===== src/design/iltok_pkg.sv =====
// Shared types, byte codes and helpers for the IRC line tokenizer.
// No dependencies; imported by every module of the block.
`timescale 1ns / 1ps
`default_nettype none

package iltok_pkg;

  localparam int unsigned ILTOK_TOKEN_INDEX_LIMIT = 63;
  localparam int unsigned TOK_W = 6;
  localparam logic [TOK_W-1:0] TOK_MAX = '1;

  localparam logic [7:0] CH_AT    = 8'h40;
  localparam logic [7:0] CH_SEMI  = 8'h3B;
  localparam logic [7:0] CH_EQ    = 8'h3D;
  localparam logic [7:0] CH_BANG  = 8'h21;
  localparam logic [7:0] CH_SPACE = 8'h20;
  localparam logic [7:0] CH_COLON = 8'h3A;

  typedef enum logic [5:0] {
    SEC_START      = 6'b000001,
    SEC_TAG        = 6'b000010,
    SEC_AFTER_TAGS = 6'b000100,
    SEC_SOURCE     = 6'b001000,
    SEC_PARAMS     = 6'b010000,
    SEC_TRAILING   = 6'b100000
  } iltok_sec_t;

  typedef enum logic [3:0] {
    CLS_TAG_MARK   = 4'd0,
    CLS_TAG_NAME   = 4'd1,
    CLS_EQUALS     = 4'd2,
    CLS_TAG_VALUE  = 4'd3,
    CLS_SEMICOLON  = 4'd4,
    CLS_SEC_SPACE  = 4'd5,
    CLS_SRC_COLON  = 4'd6,
    CLS_NICK       = 4'd7,
    CLS_BANG       = 4'd8,
    CLS_USER       = 4'd9,
    CLS_AT         = 4'd10,
    CLS_HOST       = 4'd11,
    CLS_PARAM      = 4'd12,
    CLS_PARAM_SP   = 4'd13,
    CLS_TRAIL_COL  = 4'd14,
    CLS_TRAIL_BYTE = 4'd15
  } iltok_cls_t;

  typedef enum logic [1:0] {
    FORM_NONE  = 2'd0,
    FORM_PLAIN = 2'd1,
    FORM_NAME  = 2'd2,
    FORM_FULL  = 2'd3
  } iltok_form_t;

  typedef struct packed {
    iltok_sec_t       sec;
    logic [TOK_W-1:0] tok;
    logic [TOK_W-1:0] pend;
    logic             bang;
    logic             at;
    logic             tv;
  } iltok_state_t;

  typedef struct packed {
    iltok_cls_t       cls;
    logic [TOK_W-1:0] idx;
    iltok_form_t      form;
    logic             last;
  } iltok_res_t;

  localparam iltok_state_t STATE_RST = '{
    sec: SEC_START, tok: '0, pend: '0, bang: 1'b0, at: 1'b0, tv: 1'b0
  };

  function automatic logic [TOK_W-1:0] sat_add(
    input logic [TOK_W-1:0] a,
    input logic [TOK_W-1:0] b,
    input logic [TOK_W-1:0] lim
  );
    logic [TOK_W:0] s;
    s = {1'b0, a} + {1'b0, b};
    sat_add = (s > {1'b0, lim}) ? lim : s[TOK_W-1:0];
  endfunction

  function automatic iltok_form_t form_of(input logic bang, input logic at);
    form_of = bang ? FORM_FULL : (at ? FORM_NAME : FORM_PLAIN);
  endfunction

endpackage

`default_nettype wire


===== src/design/iltok_classify.sv =====
// Per-byte classifier: next tokenizer state and result from current state.
// Depends on iltok_pkg.
`timescale 1ns / 1ps
`default_nettype none

module iltok_classify
  import iltok_pkg::*;
#(
  parameter int unsigned TOKEN_INDEX_LIMIT = ILTOK_TOKEN_INDEX_LIMIT
) (
  input  iltok_state_t st_i,
  input  logic [7:0]   byte_i,
  input  logic         eol_i,
  output iltok_state_t st_nxt,
  output iltok_res_t   res_o
);

  localparam int unsigned EffLim = (TOKEN_INDEX_LIMIT > 63) ? 63 : TOKEN_INDEX_LIMIT;
  localparam logic [TOK_W-1:0] TokLim = TOK_W'(EffLim);

  iltok_state_t s;
  iltok_cls_t   cls;
  logic [TOK_W-1:0] idx;
  iltok_form_t  form;

  always_comb begin
    s    = st_i;
    cls  = CLS_TAG_MARK;
    idx  = '0;
    form = FORM_NONE;
    if (st_i.sec == SEC_START && byte_i == CH_AT) begin
      s.tok = '0;
      s.tv  = 1'b0;
      s.sec = SEC_TAG;
    end else begin
      unique case (st_i.sec)
        SEC_TAG: begin
          idx = st_i.tok;
          if (byte_i == CH_SPACE) begin
            cls   = CLS_SEC_SPACE;
            s.sec = SEC_AFTER_TAGS;
          end else if (byte_i == CH_SEMI) begin
            cls   = CLS_SEMICOLON;
            s.tok = sat_add(st_i.tok, TOK_W'(1), TokLim);
            s.tv  = 1'b0;
          end else if (byte_i == CH_EQ && !st_i.tv) begin
            cls  = CLS_EQUALS;
            s.tv = 1'b1;
          end else begin
            cls = st_i.tv ? CLS_TAG_VALUE : CLS_TAG_NAME;
          end
        end
        SEC_SOURCE: begin
          if (byte_i == CH_SPACE) begin
            cls    = CLS_SEC_SPACE;
            s.sec  = SEC_PARAMS;
            s.tok  = '0;
            s.pend = '0;
          end else if (byte_i == CH_BANG && !st_i.bang && !st_i.at) begin
            cls    = CLS_BANG;
            s.bang = 1'b1;
          end else if (byte_i == CH_AT && !st_i.at) begin
            cls  = CLS_AT;
            s.at = 1'b1;
          end else if (st_i.at) begin
            cls = CLS_HOST;
          end else if (st_i.bang) begin
            cls = CLS_USER;
          end else begin
            cls = CLS_NICK;
          end
          if (byte_i == CH_SPACE || eol_i) begin
            form = form_of(s.bang, s.at);
          end
        end
        SEC_PARAMS: begin
          if (byte_i == CH_SPACE) begin
            cls    = CLS_PARAM_SP;
            s.pend = (st_i.pend != TOK_MAX) ? st_i.pend + TOK_W'(1) : st_i.pend;
            idx    = st_i.tok;
          end else begin
            s.tok  = sat_add(st_i.tok, st_i.pend, TokLim);
            s.pend = '0;
            idx    = s.tok;
            if (byte_i == CH_COLON) begin
              cls   = CLS_TRAIL_COL;
              s.sec = SEC_TRAILING;
            end else begin
              cls = CLS_PARAM;
            end
          end
        end
        SEC_TRAILING: begin
          cls = CLS_TRAIL_BYTE;
          idx = st_i.tok;
        end
        default: begin
          // line start without tags, right after the tag section
          s.tok  = '0;
          s.pend = '0;
          if (byte_i == CH_COLON) begin
            cls    = CLS_SRC_COLON;
            s.bang = 1'b0;
            s.at   = 1'b0;
            s.sec  = SEC_SOURCE;
            if (eol_i) begin
              form = FORM_PLAIN;
            end
          end else begin
            s.sec = SEC_PARAMS;
            if (byte_i == CH_SPACE) begin
              cls    = CLS_PARAM_SP;
              s.pend = TOK_W'(1);
            end else begin
              cls = CLS_PARAM;
            end
          end
        end
      endcase
    end
    st_nxt = eol_i ? STATE_RST : s;
  end

  assign res_o = '{cls: cls, idx: idx, form: form, last: eol_i};

endmodule

`default_nettype wire


===== src/design/iltok_skid.sv =====
// Result register with a skid stage, decoupling input ready from output ready.
// Depends on iltok_pkg.
`timescale 1ns / 1ps
`default_nettype none

module iltok_skid
  import iltok_pkg::*;
(
  input  logic       clk,
  input  logic       rst_n,
  input  logic       push_i,
  input  iltok_res_t push_data_i,
  output logic       ready_o,
  output logic       out_valid_o,
  input  logic       out_ready_i,
  output iltok_res_t out_data_o
);

  logic       main_valid_r;
  iltok_res_t main_data_r;
  logic       skid_valid_r;
  iltok_res_t skid_data_r;

  always_ff @(posedge clk) begin
    if (!rst_n) begin
      main_valid_r <= 1'b0;
      skid_valid_r <= 1'b0;
    end else if (!main_valid_r || out_ready_i) begin
      if (skid_valid_r) begin
        main_valid_r <= 1'b1;
        skid_valid_r <= 1'b0;
      end else begin
        main_valid_r <= push_i;
      end
    end else if (push_i) begin
      skid_valid_r <= 1'b1;
    end
  end

  always_ff @(posedge clk) begin
    if (!main_valid_r || out_ready_i) begin
      main_data_r <= skid_valid_r ? skid_data_r : push_data_i;
    end else if (push_i) begin
      skid_data_r <= push_data_i;
    end
  end

  assign ready_o     = !skid_valid_r;
  assign out_valid_o = main_valid_r;
  assign out_data_o  = main_data_r;

endmodule

`default_nettype wire


===== src/design/irc_line_tokenizer_unit.sv =====
// Top level of the IRC line tokenizer: state registers, classifier, result skid.
// Depends on iltok_pkg, iltok_classify and iltok_skid.
`timescale 1ns / 1ps
`default_nettype none

// Classifies an IRC message line one byte per request, one result per byte, in order.
// The block sustains one byte per cycle while out_tready holds: the tokenizer state
// is registered on acceptance, and the result goes to the output register, or to the
// skid stage while the output stalls. A skid stage behind the output register keeps
// the input ready for one more byte while a result waits. in_tlast marks the final
// byte of a line; after it all state returns to line start. The token index saturates
// at TOKEN_INDEX_LIMIT (values above 63 act as 63).
module irc_line_tokenizer_unit
  import iltok_pkg::*;
#(
  parameter int unsigned TOKEN_INDEX_LIMIT = ILTOK_TOKEN_INDEX_LIMIT
) (
  input  logic       clk,
  input  logic       rst_n,
  input  logic       in_tvalid,
  output logic       in_tready,
  input  logic [7:0] in_tdata,   // [7:0] line_byte
  input  logic       in_tlast,   // end_of_line
  output logic       out_tvalid,
  input  logic       out_tready,
  output logic [7:0] out_tdata,  // [5:0] token_index, [7:6] source_form
  output logic [3:0] out_tuser,  // [3:0] field_class
  output logic       out_tlast   // last_of_line
);

  localparam int unsigned EffLim = (TOKEN_INDEX_LIMIT > 63) ? 63 : TOKEN_INDEX_LIMIT;

  iltok_state_t st_r;
  iltok_state_t st_nxt;
  iltok_res_t   res;
  iltok_res_t   out_res;
  logic         in_acc;

  assign in_acc = in_tvalid && in_tready;

  iltok_classify #(
    .TOKEN_INDEX_LIMIT(TOKEN_INDEX_LIMIT)
  ) u_classify (
    .st_i   (st_r),
    .byte_i (in_tdata),
    .eol_i  (in_tlast),
    .st_nxt (st_nxt),
    .res_o  (res)
  );

  always_ff @(posedge clk) begin
    if (!rst_n) begin
      st_r <= STATE_RST;
    end else if (in_acc) begin
      st_r <= st_nxt;
    end
  end

  iltok_skid u_skid (
    .clk         (clk),
    .rst_n       (rst_n),
    .push_i      (in_acc),
    .push_data_i (res),
    .ready_o     (in_tready),
    .out_valid_o (out_tvalid),
    .out_ready_i (out_tready),
    .out_data_o  (out_res)
  );

  assign out_tdata = {out_res.form, out_res.idx};
  assign out_tuser = out_res.cls;
  assign out_tlast = out_res.last;

  a_eol_clears: assert property (@(posedge clk) disable iff (!rst_n)
    in_acc && in_tlast |=> st_r.sec == SEC_START && st_r.tok == '0 && st_r.pend == '0)
    else $error("state not cleared after end of line");

  a_tok_limit: assert property (@(posedge clk) disable iff (!rst_n)
    st_r.tok <= TOK_W'(EffLim))
    else $error("token count above limit");

  a_form_source_only: assert property (@(posedge clk) disable iff (!rst_n)
    out_tvalid && out_tdata[7:6] != FORM_NONE |->
      out_tuser >= CLS_SEC_SPACE && out_tuser <= CLS_HOST)
    else $error("source form on a non-source byte");

  a_stall_blocks_input: assert property (@(posedge clk) disable iff (!rst_n)
    out_tvalid && !out_tready && in_acc |=> !in_tready)
    else $error("input ready while both result slots full");

endmodule

`default_nettype wire

===== config.mk =====
export PLATFORM = sky130hd
export DESIGN_NAME = irc_line_tokenizer_unit
export DESIGN_NICKNAME = d
export VERILOG_FILES = /design/src/design/iltok_pkg.sv /design/src/design/iltok_classify.sv /design/src/design/iltok_skid.sv /design/src/design/irc_line_tokenizer_unit.sv
export SDC_FILE = /design/constraint.sdc
export NUM_CORES = 1
export LEC_CHECK = 0
export BUFFER_PORTS_ARGS = -buffer_cell sky130_fd_sc_hd__buf_2
export CAP_MARGIN = 20
export CORE_MARGIN = 10
export CORE_UTILIZATION = 40
export CTS_CLUSTER_SIZE = 16
export DETAILED_ROUTE_END_ITERATION = 8
export PLACE_DENSITY_LB_ADDON = 0.25
export SLEW_MARGIN = 5
export SYNTH_ARGS = -nofsm -noshare
export SYNTH_HDL_FRONTEND = slang
export SYNTH_HIERARCHICAL = 1
export SYNTH_SLANG_ARGS = --single-unit

===== constraint.sdc =====
create_clock -name clk -period 2.5 [get_ports clk]
set_input_delay 0.25 -clock clk [delete_from_list [all_inputs] [get_ports clk]]
set_output_delay 0.25 -clock clk [all_outputs]
set_load 0.005 [all_outputs]

==> results of run 1 <==
## where the power goes
group,total [mW],switching [mW],internal [mW]
sequential,0.872,0.00767,0.864
clock,0.606,0.281,0.326
combinational,0.129,0.0854,0.0433
## final timing paths
kind         slack, ns                              end
max               0.12   u_skid/out_data_o[4]$_DFFE_PP_
min               0.35  u_skid/skid_data_r[0]$_DFFE_PP_
max reg2reg       0.12   u_skid/out_data_o[4]$_DFFE_PP_
min reg2reg       0.49             st_r[0]$_SDFFE_PN0P_
## layout make-up
type,count,area [sq um]
Clock buffer,6,82.6
Clock inverter,2,37.5
Fill cell,814,4380
Inverter,17,63.8
Multi-Input combinational cell,285,2010
Sequential cell,49,1240
Tap cell,105,131
Timing Repair Buffer,56,353
## through the flow
step | worst slack [ns] | cell area, sq um | cells | setup TNS [ns] | hold WS (ns)
2_1_floorplan | 0.151 | 3460 | 378 | 0 | 0.404
3_3_place_gp | 0.119 | 3780 | 512 | 0 | 0.487
3_5_place_dp | 0.0367 | 3780 | 512 | 0 | 0.484
4_1_cts | 0.0246 | 3900 | 520 | 0 | 0.341
5_1_grt | -0.00874 | 3920 | 520 | -0.00874 | 0.351
6_report | 0.121 | 3920 | 520 | 0 | 0.349
## flip-flops by register name (all words and copies together), names as in the netlist
register	cells
st_r	21
u_skid/out_data_o	13
u_skid/out_valid_o	1
u_skid/skid_data_r	13
u_skid/skid_valid_r	1
## logic make-up (layout without fill, tap and decap cells)
| group | after synthesis | count (layout) | share of synthesized area |
|---|---|---|---|
| and+or+nand+nor | 142 | 142 | 0.236 |
| AOI/OAI and AO/OA | 111 | 111 | 0.226 |
| DFF | 49 | 49 | 0.359 |
| buffers and inverters | 44 | 81 | 0.0665 |
| muxes | 15 | 15 | 0.0568 |
| adders and majority gates | 10 | 10 | 0.0383 |
| xor gates and xnor gates | 7 | 7 | 0.0177 |
## metal layers
layer | GRT usage | up-vias
met4 | 0.0355 | 0
met5 | 0 | -
met3 | 0.0322 | 8
li1 | - | 1509
met2 | 0.212 | 81
met1 | 0.166 | 1445
## synthesized netlist by cell type (6+ instances only)
master    number
nand2_1       38
a21oi_1       27
edfxtp_1      26
dfxtp_1       23
nand4_1       23
o21ai_2       18
inv_1         16
nor2_1        16
o21ai_0       14
nor3_1        13
clkbuf_1      12
ha_1           9
a21o_1         8
mux2_4         8
nand3_1        8
a31oi_1        6
buf_2          6
## repair_timing
action | CTS | global route
setup buffers | 0 | 0
resized for setup | 0 | 9
endpoints found under the setup margin | 0 | 5
## worst max-delay path, delay by kind of cell (launching register included)
kind                     cells  cell delay [ns]
AND/OR/NAND/NOR              2             0.44
adder cells (fa/ha/maj)      1             0.35
flip-flops                   1             0.32
AO/OA/AOI/OAI                3             0.72
multiplexers                 1             0.30
==> flow_summary.json, run 1 <==
{
  "status": "finished clean",
  "place.gp.congestion": 0.846,
  "grt_pass1_vias": 2852,
  "cts_hold_buffers": 0,
  "synth.distinct_cells": 71,
  "crit_fanout": 5,
  "ff2ff_path_depth": 7,
  "relSlewSlack": 0.481,
  "final_core_util": 0.472,
  "vias_per_cell": 5.85,
  "antenna_left": 0,
  "ir_worst_vdd_mv": 0.302,
  "met2_length_um": 3870,
  "overflow": 0,
  "min_path_cells": 1,
  "chipWidth_um": 113,
  "cts_buffer_depth": 2,
  "fin_crit_sh": 0.952,
  "synth_seq_cells": 49,
  "antenna_found_initial": 0,
  "insertion_delay_ns": 0.31,
  "numCtsBuffers": 5,
  "crit_slowest_cell": "ha_1",
  "grt_max_degree": 44,
  "ys_warn_count": 6,
  "syn_area_sq_um": 3460,
  "final_cell_mix": "nand2_1, buf_4, buf_2, a21oi_1, edfxtp_1",
  "fmax_mhz": 420,
  "nNetsFinal": 437,
  "cp.arrival_ns": 2.45,
  "grt_setup_unrepaired": "true",
  "powerDensity_nw_per_um2": 410,
  "route.met3.wl_um": 525,
  "highest-signal-layer": "met4",
  "drt_iter0_drc": 225,
  "yosysTopAreaCell": "edfxtp_1",
  "wirelength_um": 8510,
  "synth_edf_count": 26,
  "cp-startpoint": "st_r[5]$_SDFFE_PN0P_",
  "wire_per_inst_um": 16.4,
  "leakagePower_nw": 1.47,
  "netlist_instances": 378,
  "layout_commonest_cell": "nand2_1",
  "fin_crit_ns": 2.38,
  "async_reset_ff_frac": 0,
  "hold_path.startpoint": "in_tlast",
  "hold_path_class": "in2reg",
  "drive_above_1_share": 0.272,
  "worstReg2RegStart": "st_r[5]$_SDFFE_PN0P_",
  "die_h_um": 113,
  "synth_nets": 401,
  "grt_usage": 0.130,
  "start_util": 0.417,
  "critical_path.cell_chain": "ha_1 -> nor2b_1 -> o2111ai_2 -> nand4b_1 -> o221ai_1 -> o21ai_0 -> mux2_4",
  "wl_met1_um": 4010,
  "ys_seq_area_frac": 0.359,
  "drc_errors": 0,
  "worstSetupEndpointType": "flop",
  "clock_sinks": 49,
  "vias": 3043,
  "cts.clk_slew.worst_paths_ns": 0.09,
  "yosysTopAreaCellShare": 0.226,
  "finalSetupViolations": 0,
  "max_stage_delay_ns": 0.35,
  "io_pins": 28,
  "rows": 33,
  "crit_type": "reg2reg",
  "synth_area_leaders": "edfxtp_1, dfxtp_1, o21ai_2, nand4_1, nand2_1",
  "avgSynthCellArea_sq_um": 9.15,
  "dieArea_sq_um": 12800,
  "cts_htree_levels": 2,
  "coreArea_sq_um": 8300,
  "synth_flop_cell": "edfxtp_1",
  "syn2layout_area_growth_pct": 13.2,
  "slew_violations": 0,
  "cts_tree": "yes",
  "hold_viol_final": 0,
  "port_buffers": 27,
  "start_kind": "flop",
  "worstPathRequired_ns": 2.57,
  "hpwl_um": 6300,
  "root_buffer": "clkbuf_8",
  "drtPass1Iterations": 7,
  "grt_pass1_wl_um": 14000,
  "diodes": 0,
  "max_cap_violations": 0,
  "finalPower_mw": 1.61,
  "worst_slew_pin_slew_ns": 0.778,
  "finClkSkew_ns": 0.00600
}
(Power assumes the default switching activity.)
==> inputs of run 2 (changes only) <==
Settings changed: PLACE_DENSITY_LB_ADDON 0.25 to default.
==> flow_summary.json, run 2 (synthesis results as in run 1) <==
{
  "cts.clk_slew.worst_paths_ns": 0.10,
  "cp.arrival_ns": 2.51,
  "vias": 3054,
  "cts_tree": "yes",
  "dieArea_sq_um": 12800,
  "worst_slew_pin_slew_ns": 0.751,
  "regMostFlops": "st_r",
  "relSlewSlack": 0.500,
  "start_kind": "flop",
  "clock_sinks": 49,
  "cts_buffer_depth": 2,
  "worstPathRequired_ns": 2.57,
  "timing.setup.tns_ns": 0,
  "hold_viol_final": 0,
  "ir_worst_vdd_mv": 0.176,
  "final_cell_mix": "nand2_1, buf_4, buf_2, a21oi_1, edfxtp_1",
  "crit_type": "reg2reg",
  "drc_errors": 0,
  "drive_above_1_share": 0.287,
  "stdcell_count": 520,
  "fin_crit_ns": 2.44,
  "status": "finished clean",
  "fin_crit_sh": 0.974,
  "numCtsBuffers": 5,
  "grt_setup_unrepaired": "true",
  "root_buffer": "clkbuf_8",
  "grt_usage": 0.132,
  "hold_path_class": "in2reg",
  "leakagePower_nw": 1.45,
  "placedCellCount": 511,
  "max_cap_violations": 0,
  "holdWs_ns": 0.346,
  "crit_fanout": 5,
  "overflow": 0,
  "port_buffers": 27,
  "pre_cts_slack_ns": 0.0492,
  "chipWidth_um": 113,
  "syn2layout_area_growth_pct": 13.2,
  "start_util": 0.417,
  "nNetsFinal": 437,
  "powerDensity_nw_per_um2": 380,
  "rows": 33,
  "cts_htree_levels": 2,
  "grt_max_degree": 44,
  "fin_area_sq_um": 3920,
  "hpwl_um": 6330,
  "place_area_sq_um": 3770,
  "grt_pass1_vias": 2909,
  "drt_iter0_drc": 236,
  "fillers": 790,
  "final_core_util": 0.472,
  "wirelength_um": 8610,
  "wire_per_inst_um": 16.6,
  "diodes": 0,
  "fmax_mhz": 411,
  "finClkSkew_ns": 0.00852,
  "antenna_left": 0,
  "grt_pass1_wl_um": 14400,
  "finalPower_mw": 1.49,
  "place.gp.congestion": 0.877,
  "insertion_delay_ns": 0.32,
  "antenna_found_initial": 0,
  "setup_ws_ns": 0.0646,
  "drtPass1Iterations": 4,
  "vias_per_cell": 5.87,
  "coreArea_sq_um": 8300,
  "largest_reg_flops": 21,
  "die_h_um": 113,
  "slew_violations": 0,
  "reg2reg_slack_ns": 0.06,
  "worstSetupEndpointType": "flop",
  "layout_commonest_cell": "nand2_1",
  "finalSetupViolations": 0,
  "io_pins": 28
}
run 2: cell type report:
type	count	area (sq um)	share of cell area
multi-input cells	285	2030	0.519
flip-flops and latches	49	1250	0.318
clock buffers	6	72.6	0.0185
clock inverters	2	15.0	0.00384
inverters	17	63.8	0.0163
well taps	105	131	0.0336
repair buffers	56	353	0.0901
run 2: path summary, 6_finish.rpt:
| check | cells past startpoint | endpoint | start |
|---|---|---|---|
| hold / removal | 1 | u_skid/skid_data_r[0]$_DFFE_PP_ | in_tlast |
| setup reg to reg | 9 | u_skid/out_data_o[4]$_DFFE_PP_ | st_r[9]$_SDFFE_PN0P_ |
| setup / recovery | 9 | u_skid/out_data_o[4]$_DFFE_PP_ | st_r[9]$_SDFFE_PN0P_ |
| hold reg to reg | 2 | st_r[10]$_SDFFE_PN0P_ | st_r[10]$_SDFFE_PN0P_ |
run 2: worst max-delay path, cell delays in order (launching register included):
cell and delay [ns]:
dfxtp_2 0.35, ha_2 0.18, inv_1 0.07, fa_2 0.19, nor2b_1 0.06, o2111ai_1 0.25, nand4b_1 0.28, o221ai_1 0.31
o21ai_0 0.21, mux2_4 0.30
run 2: routing by layer:
layer	track usage	routed length [um]
met1	0.171	3920
met2	0.214	4000
met3	0.0275	577
met4	0.0398	118
met5	0	0
run 2: timing repair:
action,in CTS,in global routing
hold buffers,0,0
resized for setup,0,17
endpoints found under the setup margin,0,6
setup buffers,0,1
run 2: power breakdown:
| part | internal, mW | total, mW | switching, mW |
|---|---|---|---|
| clock | 0.198 | 0.489 | 0.291 |
| sequential | 0.864 | 0.871 | 0.00726 |
| combinational | 0.0433 | 0.128 | 0.0846 |
==> inputs of run 3 (changes only) <==
Settings changed: ABC_AREA from default to 1, SLEW_MARGIN 5 to 10.
Clock period 2.5 ns to 2.4 ns, I/O delays scaled along.
==> flow_summary.json, run 3 <==
{
  "coreArea_sq_um": 8810,
  "grt_usage": 0.128,
  "place.gp.congestion": 0.867,
  "grt_max_degree": 42,
  "hold_viol_final": 0,
  "grt.busiest_layer": "met2",
  "worstSetupEndpointType": "flop",
  "cts_hold_buffers": 0,
  "timing.setup.tns_ns": 0,
  "synth_seq_cells": 49,
  "async_reset_ff_frac": 0,
  "cts_tree": "yes",
  "grt_pass1_wl_um": 14300,
  "wire_per_inst_um": 12.6,
  "worstReg2RegStart": "st_r[9]$_SDFFE_PN0P_",
  "syn_area_sq_um": 3650,
  "critical_path.cell_chain": "ha_1 -> inv_1 -> fa_1 -> nand3b_1 -> nand2_1 -> nand2_1 -> nand2_1 -> nand3_1 -> nand2_1 -> o21ai_0 -> nand2_1 -> nand2_1",
  "cp_top_family": "simple AND/OR/NAND/NOR gates",
  "worstPathRequired_ns": 2.47,
  "antenna_left": 0,
  "grtUsageMet1": 0.165,
  "drc_errors": 0,
  "drt_iter0_drc": 219,
  "crit_fanout": 7,
  "yosysMostFrequentCell": "nand2_1",
  "drtPass1Iterations": 5,
  "regMostFlops": "st_r",
  "hpwl_um": 6480,
  "crit_type": "reg2reg",
  "numCtsBuffers": 5,
  "cp.arrival_ns": 2.19,
  "critPathBufInv": 1,
  "met2_usage": 0.214,
  "relSlewSlack": 0.653,
  "clock_sinks": 49,
  "io_pins": 28,
  "fmax_mhz": 472,
  "reg2reg_slack_ns": 0.28,
  "cts_buffer_depth": 2,
  "placedCellCount": 665,
  "yosysTopAreaCellShare": 0.214,
  "insertion_delay_ns": 0.31,
  "cts_htree_levels": 2,
  "powerDensity_nw_per_um2": 447,
  "synthTopCellsByCount": "nand2_1, inv_1, nor2_1",
  "wirelength_um": 8480,
  "finClkSkew_ns": 0.00620,
  "final_cell_mix": "nand2_1, inv_1, nor2_1, nand3_1, buf_2",
  "start_util": 0.414,
  "rows": 34,
  "root_buffer": "clkbuf_8",
  "grt_pass1_vias": 3079,
  "netlist_instances": 536,
  "crit_slowest_cell": "fa_1",
  "drive_above_1_share": 0.150,
  "synth_nets": 559,
  "overflow": 0,
  "ys_warn_count": 6,
  "synth_edf_count": 26,
  "synth_area_leaders": "edfxtp_1, nand2_1, dfxtp_1, inv_1, nor2_1",
  "finalPower_mw": 1.77,
  "max_stage_delay_ns": 0.41,
  "synth_flop_cell": "edfxtp_1",
  "ir_worst_vdd_mv": 0.223,
  "worst_slew_pin_slew_ns": 0.520,
  "met3_usage": 0.0243,
  "largest_reg_flops": 21,
  "chipWidth_um": 116,
  "dieArea_sq_um": 13300,
  "min_path_cells": 4,
  "layout_commonest_cell": "nand2_1",
  "die_h_um": 116,
  "grt_setup_unrepaired": "false",
  "vias_per_cell": 4.87,
  "slew_violations": 0,
  "yosysTopAreaCell": "edfxtp_1",
  "stdcell_count": 673,
  "avgSynthCellArea_sq_um": 6.81,
  "status": "finished clean",
  "cpMostUsedCell": "nand2_1",
  "whs_endpoint": "u_skid/skid_valid_r$_SDFFE_PP0P_",
  "finalSetupViolations": 0,
  "synth.distinct_cells": 44,
  "vias": 3280,
  "nNetsFinal": 587,
  "diodes": 0,
  "max_cap_violations": 0,
  "ff2ff_path_depth": 12,
  "port_buffers": 27,
  "fin_crit_sh": 0.883,
  "start_kind": "flop",
  "cts.clk_slew.worst_paths_ns": 0.09,
  "fin_crit_ns": 2.12,
  "hold_path_class": "in2reg",
  "hold_path.startpoint": "out_tready",
  "syn2layout_area_growth_pct": 8.57,
  "reg2reg_to": "u_skid/out_data_o[7]$_DFFE_PP_",
  "ys_seq_area_frac": 0.340,
  "antenna_found_initial": 0,
  "leakagePower_nw": 1.97
}
-- run 3: cell count changes after synthesis, moves of 6 or more --
cell / change
nand3_1: +27
nand2_1: +128
nor2_1: +57
mux2_4: -8
nand2_2: +6
nor3_1: -11
clkbuf_1: -11
nand4_1: -18
a21o_1: -8
o21ai_2: -17
nor2_2: +6
inv_1: +63
-- run 3: worst max path at each step --
stage,from,end,slack [ns],cells past startpoint
detailed placement,st_r[9]$_SDFFE_PN0P_,u_skid/out_data_o[7]$_DFFE_PP_,0.20,12
finish,st_r[9]$_SDFFE_PN0P_,u_skid/out_data_o[7]$_DFFE_PP_,0.28,12
floorplan,st_r[3]$_SDFFE_PN0P_,u_skid/out_data_o[7]$_DFFE_PP_,0.40,12
global route,st_r[9]$_SDFFE_PN0P_,u_skid/out_data_o[7]$_DFFE_PP_,0.007,12
CTS,st_r[9]$_SDFFE_PN0P_,u_skid/out_data_o[7]$_DFFE_PP_,0.18,12
global placement,st_r[9]$_SDFFE_PN0P_,u_skid/out_data_o[7]$_DFFE_PP_,0.28,12
-- run 3: power by group --
part | internal (mW) | switching (mW)
logic | 0.110 | 0.203
registers | 0.924 | 0.0318
clock network | 0.206 | 0.297
total | 1.24 | 0.531
-- run 3: kinds of logic (layout without fill, tap and decap cells) --
family                     count (synthesis)  count (layout)  synth area share
and+or+nand+nor                          313             313             0.394
buffers and inverters                     99             128             0.120
AOI/OAI and AO/OA                         62              62             0.102
DFF                                       49              49             0.340
adders and majority gates                 10              10            0.0364
xor gates and xnor gates                   3               3           0.00720
-- run 3: metrics by stage --
step                utilization  area (sq um)  hold WS, ns  setup WS [ns]
finish                    0.450          3960        0.209          0.280
global route              0.450          3960        0.228        0.00667
CTS                       0.449          3960        0.196          0.178
detailed placement        0.439          3870        0.494          0.196
global placement          0.439          3870        0.485          0.280
floorplan                     -          3650        0.360          0.400
-- run 3: area by class of cell --
| class | instances | area, sq um |
|---|---|---|
| fill | 905 | 4840 |
| multi-input combinational | 388 | 1970 |
| sequential | 49 | 1250 |
| inverter | 85 | 328 |
| timing repair buffer | 35 | 195 |
| tap | 108 | 135 |
| clock buffer | 6 | 72.6 |
| clock inverter | 2 | 15.0 |
-- run 3: worst min-delay path, stage by stage --
cell	delay, ns
buf_2	0.07
inv_1	0.04
nand3_1	0.08
nor2_1	0.04
-- run 3: layer usage --
metal | wire length, um | share of wire
met5 | 0 | 0
met2 | 3810 | 0.45
met1 | 4110 | 0.48
met4 | 102 | 0.012
met3 | 463 | 0.055
-- run 3: repair_timing --
item	in CTS	in global routing
buffers inserted	0	0
resized for setup	0	3
hold endpoints to repair	0	0
endpoints found under the setup margin	0	3
